### config.mk
export PLATFORM = sky130hd
export DESIGN_NAME = utf8_to_utf16_transcoder_core
export DESIGN_NICKNAME = d
export VERILOG_FILES = /design/src/hdl/u8u16_pkg.sv /design/src/hdl/utf8_to_utf16_transcoder_core.sv /design/src/hdl/u8u16_queue.sv /design/src/hdl/u8u16_front.sv /design/src/hdl/u8u16_back.sv
export SDC_FILE = /design/constraint.sdc
export NUM_CORES = 1
export LEC_CHECK = 0
export ABC_AREA = 1
export BUFFER_PORTS_ARGS = -buffer_cell sky130_fd_sc_hd__buf_2
export CORE_MARGIN = 4
export CORE_UTILIZATION = 40
export DETAILED_ROUTE_END_ITERATION = 10
export GPL_ROUTABILITY_DRIVEN = 0
export GPL_TIMING_DRIVEN = 0
export PLACE_DENSITY_LB_ADDON = 0.12
export SLEW_MARGIN = 10
export SYNTH_ARGS = -nofsm -noshare
export SYNTH_HDL_FRONTEND = slang
export SYNTH_SLANG_ARGS = --single-unit
### constraint.sdc
create_clock -name aclk -period 5.4 [get_ports aclk]
set_input_delay 1.08 -clock aclk [delete_from_list [all_inputs] [get_ports aclk]]
set_output_delay 1.08 -clock aclk [all_outputs]
set_load 0.005 [all_outputs]
### src/hdl/u8u16_pkg.sv
// ---------------------------------------------------------------------------
// u8u16_pkg
// types and constants shared by the utf-8 to utf-16 transcoder modules
// ---------------------------------------------------------------------------
`default_nettype none

package u8u16_pkg;

    // code point limits
    localparam logic [20:0] CP_MAX       = 21'h10FFFF;
    localparam logic [20:0] CP_SURR_LO   = 21'h00D800;
    localparam logic [20:0] CP_SURR_HI   = 21'h00DFFF;
    localparam logic [20:0] CP_MIN_LEN3  = 21'h010000;
    localparam logic [20:0] CP_MIN_LEN2  = 21'h000800;
    localparam logic [20:0] CP_MIN_LEN1  = 21'h000080;

    // lead byte classes
    localparam logic [7:0]  LEAD_BAD_TOP = 8'hC1;
    localparam logic [7:0]  LEAD_BAD_MIN = 8'hF5;
    localparam logic [7:0]  LEAD_LEN3    = 8'hF0;
    localparam logic [7:0]  LEAD_LEN2    = 8'hE0;
    localparam logic [1:0]  CONT_TAG     = 2'b10;

    // utf-16 surrogate tags (upper six bits)
    localparam logic [5:0]  SURR_HIGH_TAG = 6'b110110;
    localparam logic [5:0]  SURR_LOW_TAG  = 6'b110111;

    // one result item
    typedef struct packed {
        logic [15:0] unit;
        logic        error;
        logic        end_of_string;
    } result_t;

    // one queue entry: all results caused by one byte
    typedef struct packed {
        logic [1:0]        cnt;
        result_t [2:0]     res;
    } entry_t;

    // queue status seen by front and back
    typedef struct packed {
        logic empty;
        logic full;
    } q_status_t;

endpackage

`default_nettype wire

### src/hdl/utf8_to_utf16_transcoder_core.sv
// ---------------------------------------------------------------------------
// utf8_to_utf16_transcoder_core
// streaming utf-8 to utf-16 transcoder with error reporting
// ---------------------------------------------------------------------------
// channel   dir   payload
// s_        in    tdata[7:0] byte_in
// m_        out   tdata[15:0] unit, tuser[0] error, tuser[1] end_of_string,
//                 tlast last result of the input byte
//
// a byte is taken every cycle while the entry queue has room; the decoder
// turns it into zero to three results in the same cycle
// the emitter drives one result per cycle from the queue head while the
// output register is free, so the sustained byte rate is one per cycle while
// results average one per byte or fewer; the byte that releases a held
// supplementary code point carries two or three results
// synchronous reset (aresetn low) clears decoder, queue and emitter state
// a stalled m_ side fills the queue, after which s_tready drops
// ---------------------------------------------------------------------------
`default_nettype none

module utf8_to_utf16_transcoder_core #(
    parameter int QUEUE_DEPTH = 4      // entries between decoder and emitter
) (
    input  wire logic           aclk,
    input  wire logic           aresetn,
    // input byte stream
    input  wire logic           s_tvalid,
    output logic                s_tready,
    input  wire logic [7:0]     s_tdata,    // [7:0] byte_in
    // utf-16 result stream
    output logic                m_tvalid,
    input  wire logic           m_tready,
    output logic [15:0]         m_tdata,    // [15:0] unit
    output logic [1:0]          m_tuser,    // [0] error, [1] end_of_string
    output logic                m_tlast     // last result caused by one byte
);
    import u8u16_pkg::*;

    logic       accept;      // byte request taken this cycle
    logic       push;        // decoder writes an entry
    logic       pop;         // emitter loads the entry's last result
    entry_t     push_entry;
    entry_t     head_entry;
    q_status_t  q_status;

    // front accepts whenever the queue can take a possible entry
    assign s_tready = !q_status.full;
    assign accept   = s_tvalid && s_tready;

    // decoder: sequence tracking and validation
    u8u16_front u_front (
        .aclk       (aclk),
        .aresetn    (aresetn),
        .accept     (accept),
        .byte_in    (s_tdata),
        .push       (push),
        .push_entry (push_entry)
    );

    // decouples decoding from result delivery
    u8u16_queue #(
        .DEPTH (QUEUE_DEPTH)
    ) u_queue (
        .aclk       (aclk),
        .aresetn    (aresetn),
        .push       (push),
        .push_entry (push_entry),
        .pop        (pop),
        .head_entry (head_entry),
        .status     (q_status)
    );

    // emitter: one result per cycle into the output register while it is free
    u8u16_back u_back (
        .aclk       (aclk),
        .aresetn    (aresetn),
        .head_entry (head_entry),
        .status     (q_status),
        .pop        (pop),
        .m_tvalid   (m_tvalid),
        .m_tready   (m_tready),
        .m_tdata    (m_tdata),
        .m_tuser    (m_tuser),
        .m_tlast    (m_tlast)
    );

endmodule

`default_nettype wire

### src/hdl/u8u16_queue.sv
// ---------------------------------------------------------------------------
// u8u16_queue
// short fifo of decoded entries between the decoder and the emitter
// ---------------------------------------------------------------------------
`default_nettype none

module u8u16_queue #(
    parameter int DEPTH = 4
) (
    input  wire logic               aclk,
    input  wire logic               aresetn,
    input  wire logic               push,
    input  u8u16_pkg::entry_t       push_entry,
    input  wire logic               pop,
    output u8u16_pkg::entry_t       head_entry,
    output u8u16_pkg::q_status_t    status
);
    import u8u16_pkg::*;

    localparam int PTR_W = (DEPTH > 1) ? $clog2(DEPTH) : 1;
    localparam int CNT_W = $clog2(DEPTH + 1);

    entry_t             mem_reg [DEPTH];
    logic [PTR_W-1:0]   wr_ptr_reg;
    logic [PTR_W-1:0]   rd_ptr_reg;
    logic [CNT_W-1:0]   count_reg;
    logic [CNT_W-1:0]   count_next;

    function automatic logic [PTR_W-1:0] ptr_inc(input logic [PTR_W-1:0] p);
        logic [PTR_W-1:0] r;
        if (p == PTR_W'(DEPTH - 1)) begin
            r = '0;
        end else begin
            r = p + PTR_W'(1);
        end
        return r;
    endfunction

    always_comb begin
        count_next = count_reg;
        if (push && !pop) begin
            count_next = count_reg + CNT_W'(1);
        end else if (pop && !push) begin
            count_next = count_reg - CNT_W'(1);
        end
    end

    always_ff @(posedge aclk) begin
        if (!aresetn) begin
            wr_ptr_reg <= '0;
            rd_ptr_reg <= '0;
            count_reg  <= '0;
        end else begin
            if (push) begin
                wr_ptr_reg <= ptr_inc(wr_ptr_reg);
            end
            if (pop) begin
                rd_ptr_reg <= ptr_inc(rd_ptr_reg);
            end
            count_reg <= count_next;
        end
    end

    always_ff @(posedge aclk) begin
        if (push) begin
            mem_reg[wr_ptr_reg] <= push_entry;
        end
    end

    assign head_entry   = mem_reg[rd_ptr_reg];
    assign status.empty = (count_reg == '0);
    assign status.full  = (count_reg == CNT_W'(DEPTH));

endmodule

`default_nettype wire

### src/hdl/u8u16_front.sv
// ---------------------------------------------------------------------------
// u8u16_front
// utf-8 decoder: sequence state, validity checks, per-byte result entry
// ---------------------------------------------------------------------------
`default_nettype none

module u8u16_front (
    input  wire logic           aclk,
    input  wire logic           aresetn,
    input  wire logic           accept,
    input  wire logic [7:0]     byte_in,
    output logic                push,
    output u8u16_pkg::entry_t   push_entry
);
    import u8u16_pkg::*;

    logic [1:0]  rem_reg,   rem_next;
    logic [1:0]  seq_reg,   seq_next;
    logic [20:0] acc_reg,   acc_next;
    logic        held_reg,  held_next;
    logic        drain_reg, drain_next;

    logic        is_cont;
    logic        is_nul;
    logic [20:0] acc_cont;
    logic [1:0]  rem_dec;
    logic [4:0]  plane_dec;
    logic        err;
    logic [1:0]  n;
    entry_t      ent;

    function automatic logic value_bad(input logic [20:0] v, input logic [1:0] len);
        logic bad;
        bad = (v > CP_MAX)
            || ((v >= CP_SURR_LO) && (v <= CP_SURR_HI))
            || ((len == 2'd3) && (v < CP_MIN_LEN3))
            || ((len == 2'd2) && (v < CP_MIN_LEN2))
            || ((len == 2'd1) && (v < CP_MIN_LEN1));
        return bad;
    endfunction

    assign is_cont   = (byte_in[7:6] == CONT_TAG);
    assign is_nul    = (byte_in == 8'h00);
    assign acc_cont  = {acc_reg[14:0], byte_in[5:0]};
    assign rem_dec   = rem_reg - 2'd1;
    assign plane_dec = acc_reg[20:16] - 5'd1;

    always_comb begin
        rem_next   = rem_reg;
        seq_next   = seq_reg;
        acc_next   = acc_reg;
        held_next  = held_reg;
        drain_next = drain_reg;
        err        = 1'b0;
        n          = 2'd0;
        ent        = '0;

        if (drain_reg) begin
            // dropping bytes after an error
            if (is_nul) begin
                drain_next = 1'b0;
            end
        end else if (rem_reg != 2'd0) begin
            if (!is_cont) begin
                err = 1'b1;
            end else begin
                acc_next = acc_cont;
                rem_next = rem_dec;
                if (rem_dec == 2'd0) begin
                    if (value_bad(acc_cont, seq_reg)) begin
                        err = 1'b1;
                    end else begin
                        held_next = 1'b1;
                    end
                end
            end
        end else if (held_reg && is_cont) begin
            err = 1'b1;
        end else begin
            if (held_reg) begin
                if (acc_reg[20:16] != 5'd0) begin
                    ent.res[n] = '{unit: {SURR_HIGH_TAG, plane_dec[3:0], acc_reg[15:10]},
                                   error: 1'b0, end_of_string: 1'b0};
                    n = n + 2'd1;
                    ent.res[n] = '{unit: {SURR_LOW_TAG, acc_reg[9:0]},
                                   error: 1'b0, end_of_string: 1'b0};
                    n = n + 2'd1;
                end else begin
                    ent.res[n] = '{unit: acc_reg[15:0], error: 1'b0, end_of_string: 1'b0};
                    n = n + 2'd1;
                end
                rem_next  = 2'd0;
                seq_next  = 2'd0;
                acc_next  = '0;
                held_next = 1'b0;
            end
            // lead byte
            if (is_nul) begin
                ent.res[n] = '{unit: 16'h0000, error: 1'b0, end_of_string: 1'b1};
                n = n + 2'd1;
                rem_next  = 2'd0;
                seq_next  = 2'd0;
                acc_next  = '0;
                held_next = 1'b0;
            end else if (!byte_in[7]) begin
                ent.res[n] = '{unit: {8'h00, byte_in}, error: 1'b0, end_of_string: 1'b0};
                n = n + 2'd1;
            end else if ((byte_in <= LEAD_BAD_TOP) || (byte_in >= LEAD_BAD_MIN)) begin
                err = 1'b1;
            end else if (byte_in >= LEAD_LEN3) begin
                seq_next = 2'd3;
                rem_next = 2'd3;
                acc_next = {18'd0, byte_in[2:0]};
            end else if (byte_in >= LEAD_LEN2) begin
                seq_next = 2'd2;
                rem_next = 2'd2;
                acc_next = {17'd0, byte_in[3:0]};
            end else begin
                seq_next = 2'd1;
                rem_next = 2'd1;
                acc_next = {16'd0, byte_in[4:0]};
            end
        end

        if (err) begin
            ent.res[n] = '{unit: 16'h0000, error: 1'b1, end_of_string: 1'b0};
            n = n + 2'd1;
            rem_next   = 2'd0;
            seq_next   = 2'd0;
            acc_next   = '0;
            held_next  = 1'b0;
            drain_next = !is_nul;
        end
        ent.cnt = n;
    end

    always_ff @(posedge aclk) begin
        if (!aresetn) begin
            rem_reg   <= '0;
            seq_reg   <= '0;
            acc_reg   <= '0;
            held_reg  <= 1'b0;
            drain_reg <= 1'b0;
        end else if (accept) begin
            rem_reg   <= rem_next;
            seq_reg   <= seq_next;
            acc_reg   <= acc_next;
            held_reg  <= held_next;
            drain_reg <= drain_next;
        end
    end

    assign push       = accept && (n != 2'd0);
    assign push_entry = ent;

endmodule

`default_nettype wire

### src/hdl/u8u16_back.sv
// ---------------------------------------------------------------------------
// u8u16_back
// emitter: walks each queued entry and drives one result per unstalled cycle
// ---------------------------------------------------------------------------
`default_nettype none

module u8u16_back (
    input  wire logic               aclk,
    input  wire logic               aresetn,
    input  u8u16_pkg::entry_t       head_entry,
    input  u8u16_pkg::q_status_t    status,
    output logic                    pop,
    output logic                    m_tvalid,
    input  wire logic               m_tready,
    output logic [15:0]             m_tdata,
    output logic [1:0]              m_tuser,
    output logic                    m_tlast
);
    import u8u16_pkg::*;

    logic        m_tvalid_reg;
    logic [15:0] m_tdata_reg;
    logic [1:0]  m_tuser_reg;
    logic        m_tlast_reg;
    logic [1:0]  idx_reg;
    logic        out_free;
    logic        load;
    logic        is_last;
    result_t     cur;

    assign out_free = !m_tvalid_reg || m_tready;
    assign load     = out_free && !status.empty;
    assign is_last  = (idx_reg == (head_entry.cnt - 2'd1));
    assign cur      = head_entry.res[idx_reg];
    assign pop      = load && is_last;

    always_ff @(posedge aclk) begin
        if (!aresetn) begin
            m_tvalid_reg <= 1'b0;
            idx_reg      <= '0;
        end else begin
            if (out_free) begin
                m_tvalid_reg <= !status.empty;
            end
            if (load) begin
                idx_reg <= is_last ? 2'd0 : idx_reg + 2'd1;
            end
        end
    end

    always_ff @(posedge aclk) begin
        if (load) begin
            m_tdata_reg <= cur.unit;
            m_tuser_reg <= {cur.end_of_string, cur.error};
            m_tlast_reg <= is_last;
        end
    end

    assign m_tvalid = m_tvalid_reg;
    assign m_tdata  = m_tdata_reg;
    assign m_tuser  = m_tuser_reg;
    assign m_tlast  = m_tlast_reg;

endmodule

`default_nettype wire

==> reports/metrics.cfg <==
[critical_path]
r2r.worst_path.cells = 23
r2r_end = u_queue.count_reg[2]$_SDFFE_PN0P_
worst_ep_arrival_time_ns = 4.04
critPathBufInv = 6
r2r_start = u_front.acc_reg[16]$_SDFFE_PN0P_
cp-start-kind = primary input
path_class = primary input to flip-flop
crit_path_end = u_queue.count_reg[2]$_SDFFE_PN0P_
cp_cell_sequence = buf_2, inv_2, nor2_4, nand2_1, nand3_1, nor2_1, inv_1, ha_1, inv_1, nand4_1, nand2_1, nand2_2, nand2_2, inv_1, ha_1, inv_1, fa_1, a21oi_1, o21ai_0, o21ai_0, a21oi_1
cp_slowest_cell = fa_1
cp-startpoint = s_tdata[7]
worstPathRequired_ns = 5.81
cp-end-kind = flip-flop
cp_max_fo = 6
slowest_delay_ns = 0.38
reg2reg_setup_slack_ns = 1.78
crit_top_cell = inv_1
crit_family = simple AND/OR/NAND/NOR gates
path_depth = 21

[power]
powerDensity_nw_per_um2 = 515
peakVddDrop_mv = 0.249
p_leak_nw = 4.22

[timing]
clock.fmax_ghz = 0.275
fin_crit_ns = 3.63
worst_slew_margin_rel_pct = 36.6
whs_ns = 0.505
rsz0062_at_grt = false
finalSetupViolCount = 0
clock_skew_ns = 0.0104
worst_slew_pin_slew_ns = 0.942
finalHoldViolCount = 0
period_share_pct = 67.2
slew_viol_final = 0

[floorplanning]
die_height_um = 166
die_x_um = 166
core_sq_um = 24500
io_pins = 33
dieArea_sq_um = 27700
rows = 57
start_util_pct = 40.9

[clocking]
clk_latency_ns = 0.53
clkTransAtPathRegs_ns = 0.06
ctsResizeCount = 0
postCtsHoldBufs = 0
cts_buffers = 26
htree_num_levels = 1
numClockSinks = 230
cts_setup_buffers = 0
clockBufferDepth = 3
root_buffer = clkbuf_16
cts_tree = done

[cells_and_area]
final.fill_count = 2307
multiInputGateArea_sq_um = 3120
largest_register_ffs = 172
drive_gt1_share_pct = 10.9
diodes = 0
syn2layout_area_growth_pct = 16.1
layout.nets = 1054
regArea_sq_um = 6520
utilization_pct = 47.5

[global_routing]
grt_max_degree = 26
grt.overflow.total = 0
grt_first_pass_wirelength_um = 42800
first_global_vias = 7203
antenna_found_initial = 0
grt_usage_pct = 19.7

[outcome]
status = finished, final reports clean

[yosys]
netlist_area_sq_um = 10000
ys_ff_latch = 230
syn_area_per_cell_sq_um = 10.5
seq_area_frac_synth_pct = 64.9
synth_cell_types = 40
syn_inst = 960
yosys_warnings = 0

[hold_path]
worstHoldPathType = flip-flop to flip-flop

[drt]
first_pass_iters = 5
drt-total-wl_um = 27800
vias = 7405
drc = 0
drt_first_iter_violations = 643
wl_per_cell_um = 20.2
via_per_inst = 5.39
ant_nets = 0

[flow_run]
drv_cap = 0

[placed_design]
portBuffers = 32
dp_hpwl_um = 19400

[worst min path at each step]
stage	start	to	slack (ns)	depth (start not counted)
after detailed placement	u_queue.rd_ptr_reg[1]$_SDFFE_PN0P_	u_queue.rd_ptr_reg[1]$_SDFFE_PN0P_	0.50	2
final	u_queue.rd_ptr_reg[1]$_SDFFE_PN0P_	u_queue.rd_ptr_reg[1]$_SDFFE_PN0P_	0.51	2
after global placement	u_queue.count_reg[2]$_SDFFE_PN0P_	u_queue.count_reg[2]$_SDFFE_PN0P_	0.48	2
after global routing	u_queue.rd_ptr_reg[1]$_SDFFE_PN0P_	u_queue.rd_ptr_reg[1]$_SDFFE_PN0P_	0.54	2
after CTS	u_queue.rd_ptr_reg[1]$_SDFFE_PN0P_	u_queue.rd_ptr_reg[1]$_SDFFE_PN0P_	0.51	2
after floorplan	u_queue.rd_ptr_reg[1]$_SDFFE_PN0P_	flip-flop	0.46	2
[layer usage]
layer  global-route usage [%]  share of wire [%]  up-vias
met2                     32.3                 46      264
met5                        0                  0        -
met1                     27.8                 45     3538
met3                     3.15                6.2       52
met4                     4.91                2.6        0
li1                         -                  -     3551
[cell usage after synthesis, drive strengths merged]
cell | n | area (sq um)
nor3b | 1 | 7.51
nor4 | 3 | 33.8
a31oi | 19 | 119
nand3b | 1 | 7.51
nand3 | 66 | 335
buf | 10 | 55.1
a21oi | 32 | 160
a21boi | 1 | 7.51
o21ai | 119 | 596
xor2 | 3 | 26.3
fa | 1 | 20.0
edfxtp | 191 | 5740
a32o | 1 | 10.0
dfxtp | 39 | 781
a221oi | 1 | 8.76
o2111ai | 1 | 8.76
nor2 | 160 | 628
o22ai | 49 | 307
a22o | 2 | 17.5
ha | 10 | 125
a211oi | 2 | 15.0
a22oi | 8 | 60.1
inv | 75 | 282
nand2 | 117 | 462
conb | 1 | 3.75
clkbuf | 35 | 131
nand4 | 5 | 61.3
nor3 | 7 | 40.0
[cell usage in the layout, fill, tap and decap left out, types with 3 or more instances in the layout]
master / netlist / final
inv_1: 68 / 68
o21ai_1: 3 / 3
nor2_4: 3 / 7
nand2_1: 110 / 110
nand4_1: 3 / 3
edfxtp_1: 191 / 191
clkinv_2: 0 / 5
nor2_1: 155 / 151
buf_16: 0 / 3
conb_1: 1 / 4
clkbuf_16: 0 / 26
o21ai_0: 116 / 116
ha_1: 10 / 10
nand2_2: 6 / 6
xor2_1: 3 / 3
o22ai_1: 49 / 49
a22oi_1: 8 / 8
buf_12: 0 / 5
clkbuf_1: 35 / 39
buf_4: 3 / 3
nor3_1: 6 / 6
dfxtp_1: 39 / 39
buf_2: 5 / 37
inv_2: 7 / 7
a31oi_1: 19 / 18
clkinv_1: 0 / 6
nand3_1: 65 / 65
a21oi_1: 32 / 32
[stage by stage]
stage	power [mW]	setup slack, ns	instances	instance area [sq um]	setup TNS, ns
4_1_cts	6.06	1.77	1374	11700	0
3_3_place_gp	4.30	-1.36	1319	10600	-219.72
3_5_place_dp	4.38	1.22	1327	10800	0
2_1_floorplan	3.60	0.783	963	10100	0
5_1_grt	6.38	1.31	1374	11700	0
6_report	6.01	1.77	1374	11700	0
[power by group]
| part | internal [mW] | leakage [nW] | switching, mW |
|---|---|---|---|
| clock | 0.979 | 0.394 | 0.706 |
| combinational | 0.575 | 1.72 | 1.29 |
| sequential | 2.33 | 2.11 | 0.131 |
[worst reg2reg max path, stage by stage (launching register included)]
cell and delay (ns):
dfxtp_1 0.35, inv_1 0.11, ha_1 0.15, inv_1 0.05
nor2_2 0.11, nand2_2 0.15, nor2_4 0.25, xor2_1 0.10
nor2_1 0.21, inv_1 0.12, ha_1 0.29, inv_1 0.04
nand4_1 0.08, nand2_1 0.09, nand2_2 0.13, nand2_2 0.16
inv_1 0.10, ha_1 0.16, inv_1 0.07, fa_1 0.38
a21oi_1 0.14, o21ai_0 0.11, o21ai_0 0.15, a21oi_1 0.05
[final cells by class]
type	count	area share, %
Sequential cell	230	55.9
Multi-Input combinational cell	613	26.7
Clock buffer	30	5.71
Tap cell	324	3.48
Timing Repair Buffer	40	2.94
Inverter	75	2.41
Buffer	45	1.60
Clock inverter	17	1.27
[logic make-up (layout without fill, tap and decap cells)]
logic type	Yosys count	after routing	share of synthesized area (%)
AO/OA/AOI/OAI	235	235	13.0
flip-flops	230	230	64.9
buffers and inverters	120	207	4.66
other	1	4	0.0373
AND/OR/NAND/NOR	360	360	15.7
XOR/XNOR	3	3	0.262
adder cells (fa/ha/maj)	11	11	1.45
(Power assumes the default switching activity.)
